### src/design/assert_macros.svh
// assertion helpers, compiled out for synthesis
`ifndef ASSERT_MACROS_SVH
`define ASSERT_MACROS_SVH

`ifndef SYNTHESIS

// condition holds at every clock edge outside reset
`define ASSERT_ALWAYS(lbl, clk, rst, cond, msg) \
   lbl: assert property (@(posedge clk) disable iff (rst) (cond)) else $error(msg);

// consequent holds in the same cycle as the antecedent
`define ASSERT_IMPLY(lbl, clk, rst, ante, cons, msg) \
   lbl: assert property (@(posedge clk) disable iff (rst) (ante) |-> (cons)) else $error(msg);

// consequent holds in the cycle after the antecedent
`define ASSERT_NEXT(lbl, clk, rst, ante, cons, msg) \
   lbl: assert property (@(posedge clk) disable iff (rst) (ante) |=> (cons)) else $error(msg);

`else

`define ASSERT_ALWAYS(lbl, clk, rst, cond, msg)
`define ASSERT_IMPLY(lbl, clk, rst, ante, cons, msg)
`define ASSERT_NEXT(lbl, clk, rst, ante, cons, msg)

`endif

`endif

### src/design/putm_pkg.sv
package putm_pkg;

   // element and result widths
   localparam int DATA_W = 16;
   localparam int PROD_W = 2 * DATA_W;
   localparam int C_W    = 35;
   // accumulator covers up to sixteen full-scale products
   localparam int ACC_W  = 36;

   // size register
   localparam int          SIZE_W     = 4;
   localparam logic [3:0]  SIZE_RESET = 4'd8;

   // saturation bounds of the result field
   localparam logic signed [ACC_W-1:0] C_MAX = 36'sd17179869183;
   localparam logic signed [ACC_W-1:0] C_MIN = -36'sd17179869184;

   // queue depths
   localparam int LOAD_Q_DEPTH = 2;
   localparam int RES_DEPTH    = 4;

   // back end sequencer states
   typedef enum logic {
      BK_LOAD,
      BK_RUN
   } bk_state_type;

endpackage

### src/design/putm_fifo.sv
module putm_fifo
   import putm_pkg::*;
#(
   parameter int WIDTH = 8,
   parameter int DEPTH = 2
) (
   input  logic             clock,
   input  logic             reset,
   input  logic             push,
   input  logic [WIDTH-1:0] din,
   input  logic             pop,
   output logic [WIDTH-1:0] dout,
   output logic             full,
   output logic             empty
);

   localparam int PW = (DEPTH > 1) ? $clog2(DEPTH) : 1;
   localparam int NW = $clog2(DEPTH + 1);

   logic [WIDTH-1:0] slot_ff [DEPTH];
   logic [PW-1:0]    wr_ptr_ff, wr_ptr_in;
   logic [PW-1:0]    rd_ptr_ff, rd_ptr_in;
   logic [NW-1:0]    fill_ff, fill_in;

   assign full  = (fill_ff == NW'(DEPTH));
   assign empty = (fill_ff == '0);
   assign dout  = slot_ff[rd_ptr_ff];

   // pointer and fill bookkeeping
   always_comb begin
      wr_ptr_in = wr_ptr_ff;
      rd_ptr_in = rd_ptr_ff;
      fill_in   = fill_ff;
      if (push) begin
         wr_ptr_in = (wr_ptr_ff == PW'(DEPTH - 1)) ? '0 : wr_ptr_ff + 1'b1;
      end
      if (pop) begin
         rd_ptr_in = (rd_ptr_ff == PW'(DEPTH - 1)) ? '0 : rd_ptr_ff + 1'b1;
      end
      if (push && !pop) begin
         fill_in = fill_ff + 1'b1;
      end else if (pop && !push) begin
         fill_in = fill_ff - 1'b1;
      end
   end

   always_ff @(posedge clock) begin
      if (reset) begin
         wr_ptr_ff <= '0;
         rd_ptr_ff <= '0;
         fill_ff   <= '0;
      end else begin
         wr_ptr_ff <= wr_ptr_in;
         rd_ptr_ff <= rd_ptr_in;
         fill_ff   <= fill_in;
      end
   end

   // storage
   always_ff @(posedge clock) begin
      if (push) begin
         slot_ff[wr_ptr_ff] <= din;
      end
   end

endmodule

### src/design/putm_front.sv
`include "assert_macros.svh"

module putm_front
   import putm_pkg::*;
#(
   parameter int MAX_N = 8
) (
   input  logic                                    clock,
   input  logic                                    reset,
   input  logic                                    csr_we,
   input  logic [SIZE_W-1:0]                       csr_wdata,
   input  logic                                    req_tvalid,
   output logic                                    req_tready,
   input  logic [2*DATA_W-1:0]                     req_tdata,
   input  logic                                    q_full,
   output logic                                    q_push,
   output logic [2*DATA_W+((MAX_N > 1) ? $clog2(MAX_N*(MAX_N+1)/2) : 1):0] q_din,
   output logic [$clog2(MAX_N+1)-1:0]              n_eff
);

   localparam int NW    = $clog2(MAX_N + 1);
   localparam int DEPTH = MAX_N * (MAX_N + 1) / 2;
   localparam int AW    = (DEPTH > 1) ? $clog2(DEPTH) : 1;
   localparam int CW    = $clog2(DEPTH + 1);
   localparam int TW    = 2 * NW + 1;

   logic [SIZE_W-1:0] size_ff;
   logic [CW-1:0]     cnt_ff, cnt_in;
   logic [TW-1:0]     tri_prod;
   logic [CW-1:0]     total;
   logic              last_item;

   // effective size: zero reads as one, oversize clamps to the maximum
   always_comb begin
      if (size_ff == '0) begin
         n_eff = NW'(1);
      end else if (int'(size_ff) > MAX_N) begin
         n_eff = NW'(MAX_N);
      end else begin
         n_eff = NW'(size_ff);
      end
   end

   // element count of the packed triangle
   assign tri_prod = TW'(n_eff) * (TW'(n_eff) + 1'b1);
   assign total    = CW'(tri_prod >> 1);

   // classify the item and hand it to the load queue
   assign req_tready = !q_full;
   assign q_push     = req_tvalid && req_tready;
   assign last_item  = (cnt_ff == total - 1'b1);
   assign q_din      = {last_item, AW'(cnt_ff), req_tdata};

   always_comb begin
      cnt_in = cnt_ff;
      if (csr_we) begin
         cnt_in = '0;
      end else if (q_push) begin
         cnt_in = last_item ? '0 : cnt_ff + 1'b1;
      end
   end

   always_ff @(posedge clock) begin
      if (reset) begin
         size_ff <= SIZE_RESET;
         cnt_ff  <= '0;
      end else begin
         if (csr_we) begin
            size_ff <= csr_wdata;
         end
         cnt_ff <= cnt_in;
      end
   end

   `ASSERT_ALWAYS(a_cnt_in_range, clock, reset, cnt_ff < total, "load count past matrix end")

endmodule

### src/design/putm_back.sv
`include "assert_macros.svh"

module putm_back
   import putm_pkg::*;
#(
   parameter int MAX_N = 8
) (
   input  logic                                clock,
   input  logic                                reset,
   input  logic [$clog2(MAX_N+1)-1:0]          n_eff,
   input  logic                                q_empty,
   input  logic [2*DATA_W+((MAX_N > 1) ? $clog2(MAX_N*(MAX_N+1)/2) : 1):0] q_dout,
   output logic                                q_pop,
   output logic                                rsp_tvalid,
   input  logic                                rsp_tready,
   output logic [C_W-1:0]                      rsp_c_value,
   output logic                                rsp_last
);

   localparam int NW    = $clog2(MAX_N + 1);
   localparam int DEPTH = MAX_N * (MAX_N + 1) / 2;
   localparam int AW    = (DEPTH > 1) ? $clog2(DEPTH) : 1;
   localparam int CRW   = $clog2(RES_DEPTH + 1);

   typedef struct packed {
      logic first_term;
      logic last_term;
      logic last_elem;
   } step_type;

   bk_state_type state_ff, state_in;

   logic [NW-1:0] r_ff, r_in, c_ff, c_in, e_ff, e_in;
   logic [NW-1:0] n_m1;
   logic [AW-1:0] k_ff, k_in, base_ff, base_in;
   logic [AW-1:0] a_addr_ff, a_addr_in, b_addr_ff, b_addr_in;
   logic [CRW-1:0] credit_ff, credit_in;
   logic           issue;
   step_type       step;

   logic signed [DATA_W-1:0] q_a, q_b;
   logic [AW-1:0]            q_addr;
   logic                     q_last;

   logic signed [DATA_W-1:0] a_mem [DEPTH];
   logic signed [DATA_W-1:0] b_mem [DEPTH];

   logic                     v1_ff, v2_ff;
   step_type                 s1_ff, s2_ff;
   logic signed [DATA_W-1:0] a_rd_ff, b_rd_ff;
   logic signed [PROD_W-1:0] prod_ff;
   logic signed [ACC_W-1:0]  acc_ff, sum, sat;

   logic           res_push, res_pop, res_full, res_empty;
   logic [C_W:0]   res_dout;

   assign n_m1   = n_eff - 1'b1;
   assign q_a    = q_dout[DATA_W-1:0];
   assign q_b    = q_dout[2*DATA_W-1:DATA_W];
   assign q_addr = q_dout[2*DATA_W+AW-1:2*DATA_W];
   assign q_last = q_dout[2*DATA_W+AW];

   // sequencer: loads the stores, then walks (r, c, e) one product a cycle while result credits allow
   always_comb begin
      state_in  = state_ff;
      r_in      = r_ff;
      c_in      = c_ff;
      e_in      = e_ff;
      k_in      = k_ff;
      base_in   = base_ff;
      a_addr_in = a_addr_ff;
      b_addr_in = b_addr_ff;
      q_pop     = 1'b0;
      issue     = 1'b0;
      step      = '0;
      case (state_ff)
         BK_LOAD: begin
            q_pop = !q_empty;
            if (q_pop && q_last) begin
               state_in  = BK_RUN;
               r_in      = '0;
               c_in      = '0;
               e_in      = '0;
               k_in      = '0;
               base_in   = '0;
               a_addr_in = '0;
               b_addr_in = '0;
            end
         end
         BK_RUN: begin
            // a new element starts only with room reserved in the result queue
            issue           = (e_ff != r_ff) || (credit_ff < CRW'(RES_DEPTH));
            step.first_term = (e_ff == r_ff);
            step.last_term  = (e_ff == c_ff);
            step.last_elem  = step.last_term && (c_ff == n_m1) && (r_ff == n_m1);
            if (issue) begin
               if (e_ff != c_ff) begin
                  // next term: A moves along the row, B down the column
                  e_in      = e_ff + 1'b1;
                  a_addr_in = a_addr_ff + 1'b1;
                  b_addr_in = b_addr_ff + AW'(n_m1 - e_ff);
               end else if (c_ff != n_m1) begin
                  // next column of the same row
                  c_in      = c_ff + 1'b1;
                  e_in      = r_ff;
                  k_in      = k_ff + 1'b1;
                  a_addr_in = base_ff;
                  b_addr_in = k_ff + 1'b1;
               end else if (r_ff != n_m1) begin
                  // next row starts on its diagonal
                  r_in      = r_ff + 1'b1;
                  c_in      = r_ff + 1'b1;
                  e_in      = r_ff + 1'b1;
                  base_in   = base_ff + AW'(n_eff - r_ff);
                  k_in      = base_ff + AW'(n_eff - r_ff);
                  a_addr_in = base_ff + AW'(n_eff - r_ff);
                  b_addr_in = base_ff + AW'(n_eff - r_ff);
               end else begin
                  state_in = BK_LOAD;
               end
            end
         end
         default: begin
            state_in = BK_LOAD;
         end
      endcase
   end

   always_ff @(posedge clock) begin
      if (reset) begin
         state_ff <= BK_LOAD;
      end else begin
         state_ff <= state_in;
      end
   end

   always_ff @(posedge clock) begin
      r_ff      <= r_in;
      c_ff      <= c_in;
      e_ff      <= e_in;
      k_ff      <= k_in;
      base_ff   <= base_in;
      a_addr_ff <= a_addr_in;
      b_addr_ff <= b_addr_in;
   end

   // result credits: elements in flight plus results waiting
   assign res_pop = rsp_tvalid && rsp_tready;

   always_comb begin
      credit_in = credit_ff;
      if (issue && step.first_term) begin
         credit_in = credit_in + 1'b1;
      end
      if (res_pop) begin
         credit_in = credit_in - 1'b1;
      end
   end

   always_ff @(posedge clock) begin
      if (reset) begin
         credit_ff <= '0;
      end else begin
         credit_ff <= credit_in;
      end
   end

   // element stores, registered reads
   always_ff @(posedge clock) begin
      if (q_pop) begin
         a_mem[q_addr] <= q_a;
         b_mem[q_addr] <= q_b;
      end
      if (issue) begin
         a_rd_ff <= a_mem[a_addr_ff];
         b_rd_ff <= b_mem[b_addr_ff];
      end
   end

   // pipeline valids
   always_ff @(posedge clock) begin
      if (reset) begin
         v1_ff <= 1'b0;
         v2_ff <= 1'b0;
      end else begin
         v1_ff <= issue;
         v2_ff <= v1_ff;
      end
   end

   // multiply stage
   always_ff @(posedge clock) begin
      s1_ff   <= step;
      s2_ff   <= s1_ff;
      prod_ff <= a_rd_ff * b_rd_ff;
   end

   // accumulate and saturate
   always_comb begin
      if (s2_ff.first_term) begin
         sum = ACC_W'(prod_ff);
      end else begin
         sum = acc_ff + ACC_W'(prod_ff);
      end
      if (sum > C_MAX) begin
         sat = C_MAX;
      end else if (sum < C_MIN) begin
         sat = C_MIN;
      end else begin
         sat = sum;
      end
   end

   always_ff @(posedge clock) begin
      if (v2_ff) begin
         acc_ff <= sum;
      end
   end

   assign res_push = v2_ff && s2_ff.last_term;

   // result queue doubles as the output register
   putm_fifo #(
      .WIDTH (C_W + 1),
      .DEPTH (RES_DEPTH)
   ) u_res_q (
      .clock (clock),
      .reset (reset),
      .push  (res_push),
      .din   ({s2_ff.last_elem, sat[C_W-1:0]}),
      .pop   (res_pop),
      .dout  (res_dout),
      .full  (res_full),
      .empty (res_empty)
   );

   assign rsp_tvalid  = !res_empty;
   assign rsp_c_value = res_dout[C_W-1:0];
   assign rsp_last    = res_dout[C_W];

   `ASSERT_ALWAYS(a_credit_bound, clock, reset, credit_ff <= CRW'(RES_DEPTH), "credit overrun")
   `ASSERT_IMPLY(a_push_has_room, clock, reset, res_push, !res_full, "result queue overflow")
   `ASSERT_IMPLY(a_no_load_in_run, clock, reset, state_ff == BK_RUN, !q_pop, "store written mid run")
   `ASSERT_NEXT(a_last_ends_run, clock, reset, issue && step.last_elem, state_ff == BK_LOAD, "run outlived last element")

endmodule

### src/design/packed_upper_triangular_matmul.sv
// last item to first result: load queue, stores, read register, product register, result queue
// loads: one item a cycle while the load queue has room; it holds two during a product phase
// product phase: one multiply-accumulate a cycle while result credits allow,
//   n(n+1)(n+2)/6 products per matrix by the single multiplier walking both element stores
// reset (synchronous): size back to 8, load count and queues cleared, stores left as is
module packed_upper_triangular_matmul
   import putm_pkg::*;
#(
   parameter int MAX_N = 8
) (
   input  logic                      clock,
   input  logic                      reset,
   // size register
   input  logic                      csr_we,
   input  logic [SIZE_W-1:0]         csr_wdata,
   // input items
   input  logic                      req_tvalid,
   output logic                      req_tready,
   input  logic [31:0]               req_tdata,   // a_value [15:0], b_value [31:16]
   // result items
   output logic                      rsp_tvalid,
   input  logic                      rsp_tready,
   output logic [39:0]               rsp_tdata,   // c_value [34:0], zero [39:35]
   output logic                      rsp_tlast    // last_result
);

   localparam int NW    = $clog2(MAX_N + 1);
   localparam int DEPTH = MAX_N * (MAX_N + 1) / 2;
   localparam int AW    = (DEPTH > 1) ? $clog2(DEPTH) : 1;
   localparam int QW    = 2 * DATA_W + AW + 1;

   logic [NW-1:0]  n_eff;
   logic           q_push, q_pop, q_full, q_empty;
   logic [QW-1:0]  q_din, q_dout;
   logic [C_W-1:0] c_value;

   putm_front #(
      .MAX_N (MAX_N)
   ) u_front (
      .clock      (clock),
      .reset      (reset),
      .csr_we     (csr_we),
      .csr_wdata  (csr_wdata),
      .req_tvalid (req_tvalid),
      .req_tready (req_tready),
      .req_tdata  (req_tdata),
      .q_full     (q_full),
      .q_push     (q_push),
      .q_din      (q_din),
      .n_eff      (n_eff)
   );

   // load queue between front and back
   putm_fifo #(
      .WIDTH (QW),
      .DEPTH (LOAD_Q_DEPTH)
   ) u_load_q (
      .clock (clock),
      .reset (reset),
      .push  (q_push),
      .din   (q_din),
      .pop   (q_pop),
      .dout  (q_dout),
      .full  (q_full),
      .empty (q_empty)
   );

   putm_back #(
      .MAX_N (MAX_N)
   ) u_back (
      .clock       (clock),
      .reset       (reset),
      .n_eff       (n_eff),
      .q_empty     (q_empty),
      .q_dout      (q_dout),
      .q_pop       (q_pop),
      .rsp_tvalid  (rsp_tvalid),
      .rsp_tready  (rsp_tready),
      .rsp_c_value (c_value),
      .rsp_last    (rsp_tlast)
   );

   assign rsp_tdata = {5'b0, c_value};

endmodule
### config.mk
export PLATFORM = sky130hd
export DESIGN_NAME = packed_upper_triangular_matmul
export DESIGN_NICKNAME = d
export VERILOG_FILES = /design/src/design/putm_pkg.sv /design/src/design/putm_fifo.sv /design/src/design/putm_front.sv /design/src/design/putm_back.sv /design/src/design/packed_upper_triangular_matmul.sv
export VERILOG_INCLUDE_DIRS = /design/src /design/src/design
export SDC_FILE = /design/constraint.sdc
export NUM_CORES = 2
export LEC_CHECK = 0
export BUFFER_PORTS_ARGS = -buffer_cell sky130_fd_sc_hd__buf_4
export CORE_ASPECT_RATIO = 1.25
export CORE_MARGIN = 2
export CORE_UTILIZATION = 57
export DETAILED_ROUTE_END_ITERATION = 8
export GPL_TIMING_DRIVEN = 0
export PLACE_DENSITY = 0.86
export SYNTH_ARGS = -nofsm -noshare
export SYNTH_HDL_FRONTEND = slang
export SYNTH_SLANG_ARGS = --single-unit
### constraint.sdc
create_clock -name clock -period 6.1 [get_ports clock]
set_clock_uncertainty 0.05 [all_clocks]
set_input_delay 0 -clock clock [delete_from_list [all_inputs] [get_ports clock]]
set_output_delay 0 -clock clock [all_outputs]
set_load 0.005 [all_outputs]
==> flow_summary_export.csv <==
group,metric,value,unit
outcome,outcome,"finished, violations left",
outcome,violations,"setup timing",
placement,place_hpwl,118000,µm
setup_path,worstSetupPathType,"flop to flop",
timing,relSlewSlack,4.54,%
clocking,clkLatencyLatePin,0.81,ns
setup_path,path_max_fanout,4,
floorplan,io_pins,84,
drt,routed_via_density,6.60,
logic_synthesis,syn-cell-area,71700,µm²
floorplan,fp.coreArea,125000,µm²
final_layout,drive_gt1_share,22.1,%
global_route,antenna_found_initial,6,
floorplan,die_x,321,µm
placement,post_dp_cell_area,75500,µm²
clocking,clk_pin_slew_worst_paths,0.07,ns
min_path,min_path_type,"input pin to flop",
drt,ant_nets,0,
setup_path,cpPeakStageDelay,0.64,ns
flow_run,drv_cap,0,
floorplan,chipHeight,401,µm
timing,finalCritPeriodShare,102,%
drt,vias,41600,
logic_synthesis,syn_area_per_cell,17.3,µm²
global_route,grt_pass1_wl,292000,µm
clocking,numCtsBuffers,143,
timing,fin_ws,-0.0944,ns
drt,wl_per_cell,31.7,µm
global_route,grt_max_degree,37,
drt,totalWireLength,200000,µm
setup_path,cp_num_buf_inv,4,
timing,period_needed,6.19,ns
floorplan,die_area,129000,µm²
timing,slew_viol_final,0,
logic_synthesis,ys_seq_elements,1546,
floorplan,fp-row-count,145,
floorplan,initial_core_util,57.4,%
clocking,cts_tree,"built",
drt,first_iter_violations,5235,
clocking,numClockSinks,1546,
timing,setup_viol,5,
setup_path,cp_common_cell,"fa_1",
logic_synthesis,ys_async_sr_fraction,0,%
clocking,cts.root.buffer_cell,"clkbuf_16",
timing,fmax,161,MHz
logic_synthesis,ys_types,81,
logic_synthesis,synth-seq-area-share,63.8,%
logic_synthesis,synth_edf_count,1478,
final_layout,fin_area,81800,µm²
timing,hold_viol,0,
global_route,grt.overflow.total,0,
setup_path,slowest_stage,"fa_1",
logic_synthesis,dominantRegCellSynth,"edfxtp_1",
clocking,clockBufferDepth,3,
global_route,grt_pass1_vias,43400,
final_layout,area_growth,14.0,%
drt,dr.pass1.iters,5,
timing,whs,0.0653,ns
setup_path,crit_arrival,6.84,ns
placement,io_buffers,77,
logic_synthesis,synthCells,4148,
global_route,grt.total_usage,31.5,%
setup_path,critPathLaunchType,"flop",
placement,place_ws,-1.04,ns
placement,place.gp.congestion,0.949,
setup_path,end_kind,"flop",
setup_path,worst_ep_required_time,6.74,ns
timing,worst_pin_slew,1.43,ns
clocking,cts-htree-levels,4,
timing,rsz0062_at_grt,"yes",
drt,drc,0,
final_layout,nNetsFinal,5042,
logic_synthesis,yosys_warnings,0,
setup_path,crit_chain,"clkbuf_8, nand2_2, fa_1, inv_2, fa_1, fa_1, fa_1, fa_1, inv_1, fa_1, inv_2, ha_4, a21o_1, a21o_1, a21oi_2, o21ai_2, or3b_4, o21ai_4, o311ai_2, a21oi_1, xnor2_1",
setup_path,critical_path.top_delay_family,"adder cells",
## area by class of cell
cell class | instances | area [µm²]
diodes | 4 | 10.0
plain buffers | 185 | 963
clock buffers | 178 | 3760
clock inverters | 76 | 714
fillers | 7746 | 43200
inverters | 345 | 1290
multi-input cells | 2076 | 24500
flip-flops and latches | 1546 | 45700
well taps | 1617 | 2020
repair buffers | 270 | 2780
## layout by cell type, fill, tap and decap left out, drive strengths merged, types with 14 or more instances in the layout
cell and n:
buf 251, nand3 27, ha 162, clkbuf 299
nor2 146, mux2 38, clkinv 63, maj3 32
a211oi 14, edfxtp 1478, a21oi 99, o21ai 112
nand2 256, a21o 37, xor2 51, o21bai 19
and2 135, nand2b 16, mux4 388, xnor2 81
fa 272, inv 351, dfxtp 68, mux2i 40
dlygate4sd3 83
## worst min-delay path: cells and delay by family
| kind | cells | cell delay (ns) |
|---|---|---|
| simple gates | 1 | 0.14 |
| compound gates | 1 | 0.05 |
| buf+inv | 2 | 0.68 |
## cells in the mapped netlist (4+ instances only)
| cell | n | area, µm² |
|---|---|---|
| clkbuf_1 | 127 | 477 |
| mux2_2 | 38 | 428 |
| inv_1 | 343 | 1290 |
| o21ai_1 | 11 | 55.1 |
| or3_1 | 6 | 37.5 |
| nand2_1 | 256 | 961 |
| and3_1 | 12 | 75.1 |
| buf_6 | 4 | 45.0 |
| nor3b_1 | 4 | 30.0 |
| nand3_1 | 26 | 130 |
| nor2_1 | 145 | 544 |
| a21o_1 | 37 | 278 |
| maj3_2 | 28 | 315 |
| nor2b_1 | 12 | 75.1 |
| ha_1 | 162 | 2030 |
| buf_2 | 34 | 170 |
| nand2b_1 | 16 | 100 |
| nor3_1 | 12 | 60.1 |
| maj3_1 | 4 | 40.0 |
| buf_1 | 16 | 60.1 |
| o21bai_1 | 19 | 143 |
| buf_4 | 6 | 45.0 |
| xnor2_1 | 80 | 701 |
| a311oi_1 | 5 | 43.8 |
| a211o_1 | 5 | 43.8 |
| o21a_1 | 6 | 45.0 |
| nand4_1 | 11 | 68.8 |
| fa_1 | 272 | 5450 |
| or2_2 | 4 | 25.0 |
| and2_1 | 135 | 845 |
| o211ai_1 | 9 | 67.6 |
| dfxtp_1 | 68 | 1360 |
| o21ai_0 | 99 | 495 |
| edfxtp_1 | 1478 | 44400 |
| mux4_2 | 388 | 8740 |
| nor4_1 | 4 | 25.0 |
| mux2i_1 | 40 | 400 |
| a21oi_1 | 97 | 485 |
| a31oi_1 | 8 | 50.1 |
| xor2_1 | 51 | 447 |
| a211oi_1 | 12 | 90.1 |
## timing repair
item,in CTS,in global routing
resized for setup,93,42
buffers inserted,52,17
endpoints found under the hold margin,172,0
hold buffers,83,0
pin swaps,25,32
setup endpoints to repair,14,12
## state kept, by name, indices dropped and copies added, names as in the netlist, 6 cells and up, named ones only
| register | flops |
|---|---|
| u_back.a_addr_ff | 6 |
| u_back.prod_ff | 32 |
| u_back.b_mem | 576 |
| u_back.acc_ff | 36 |
| u_back.u_res_q.slot_ff | 144 |
| u_back.b_addr_ff | 6 |
| u_load_q.slot_ff | 78 |
| u_front.cnt_ff | 6 |
| u_back.a_rd_ff | 16 |
| u_back.base_ff | 6 |
| u_back.a_mem | 576 |
| u_back.k_ff | 6 |
| u_back.b_rd_ff | 16 |
## stage by stage
stage          setup TNS (ns)  utilization, %  std cells
2_1_floorplan               0               -       4154
3_3_place_gp            -6.57            59.5       5848
3_5_place_dp            -7.21            60.4       5888
4_1_cts                     0            65.2       6277
5_1_grt                 -1.65            65.4       6293
6_report               -0.252            65.4       6297
## path summary, 6_finish.rpt
check                                   start                              to  slack, ns  cells after the start
setup / recovery  u_back.a_rd_ff[9]$_DFFE_PP_      u_back.prod_ff[31]$_DFF_P_      -0.09                     21
hold / removal                     rsp_tready  u_back.credit_ff[1]$_SDFF_PP0_       0.07                      4
setup reg to reg  u_back.a_rd_ff[9]$_DFFE_PP_      u_back.prod_ff[31]$_DFF_P_      -0.09                     21
hold reg to reg    u_back.s1_ff[1]$_SDFF_PN0_         u_back.s2_ff[1]$_DFF_P_       0.28                      0
## kinds of logic (layout without fill, tap and decap cells)
kind of cell / Yosys count / count (layout) / synth area share [%]
other cells: 1 / 11 / 0.00523
buf+inv: 532 / 1054 / 2.92
flops: 1546 / 1546 / 63.8
fa+ha+maj: 466 / 466 / 10.9
simple gates: 651 / 651 / 4.25
compound gates: 354 / 354 / 3.19
mux: 466 / 466 / 13.3
xor+xnor: 132 / 132 / 1.64
## routing by layer
metal | vias up | track usage (%) | routed length [µm]
li1 | 16500 | - | -
met1 | 20900 | 35.2 | 62600
met2 | 3287 | 54.7 | 103000
met3 | 887 | 6.53 | 18500
met4 | 4 | 20.3 | 15500
met5 | - | 0 | 24
Power is not shown: default switching activity piles up to over one toggle a cycle in this logic, so the estimate is an artifact.
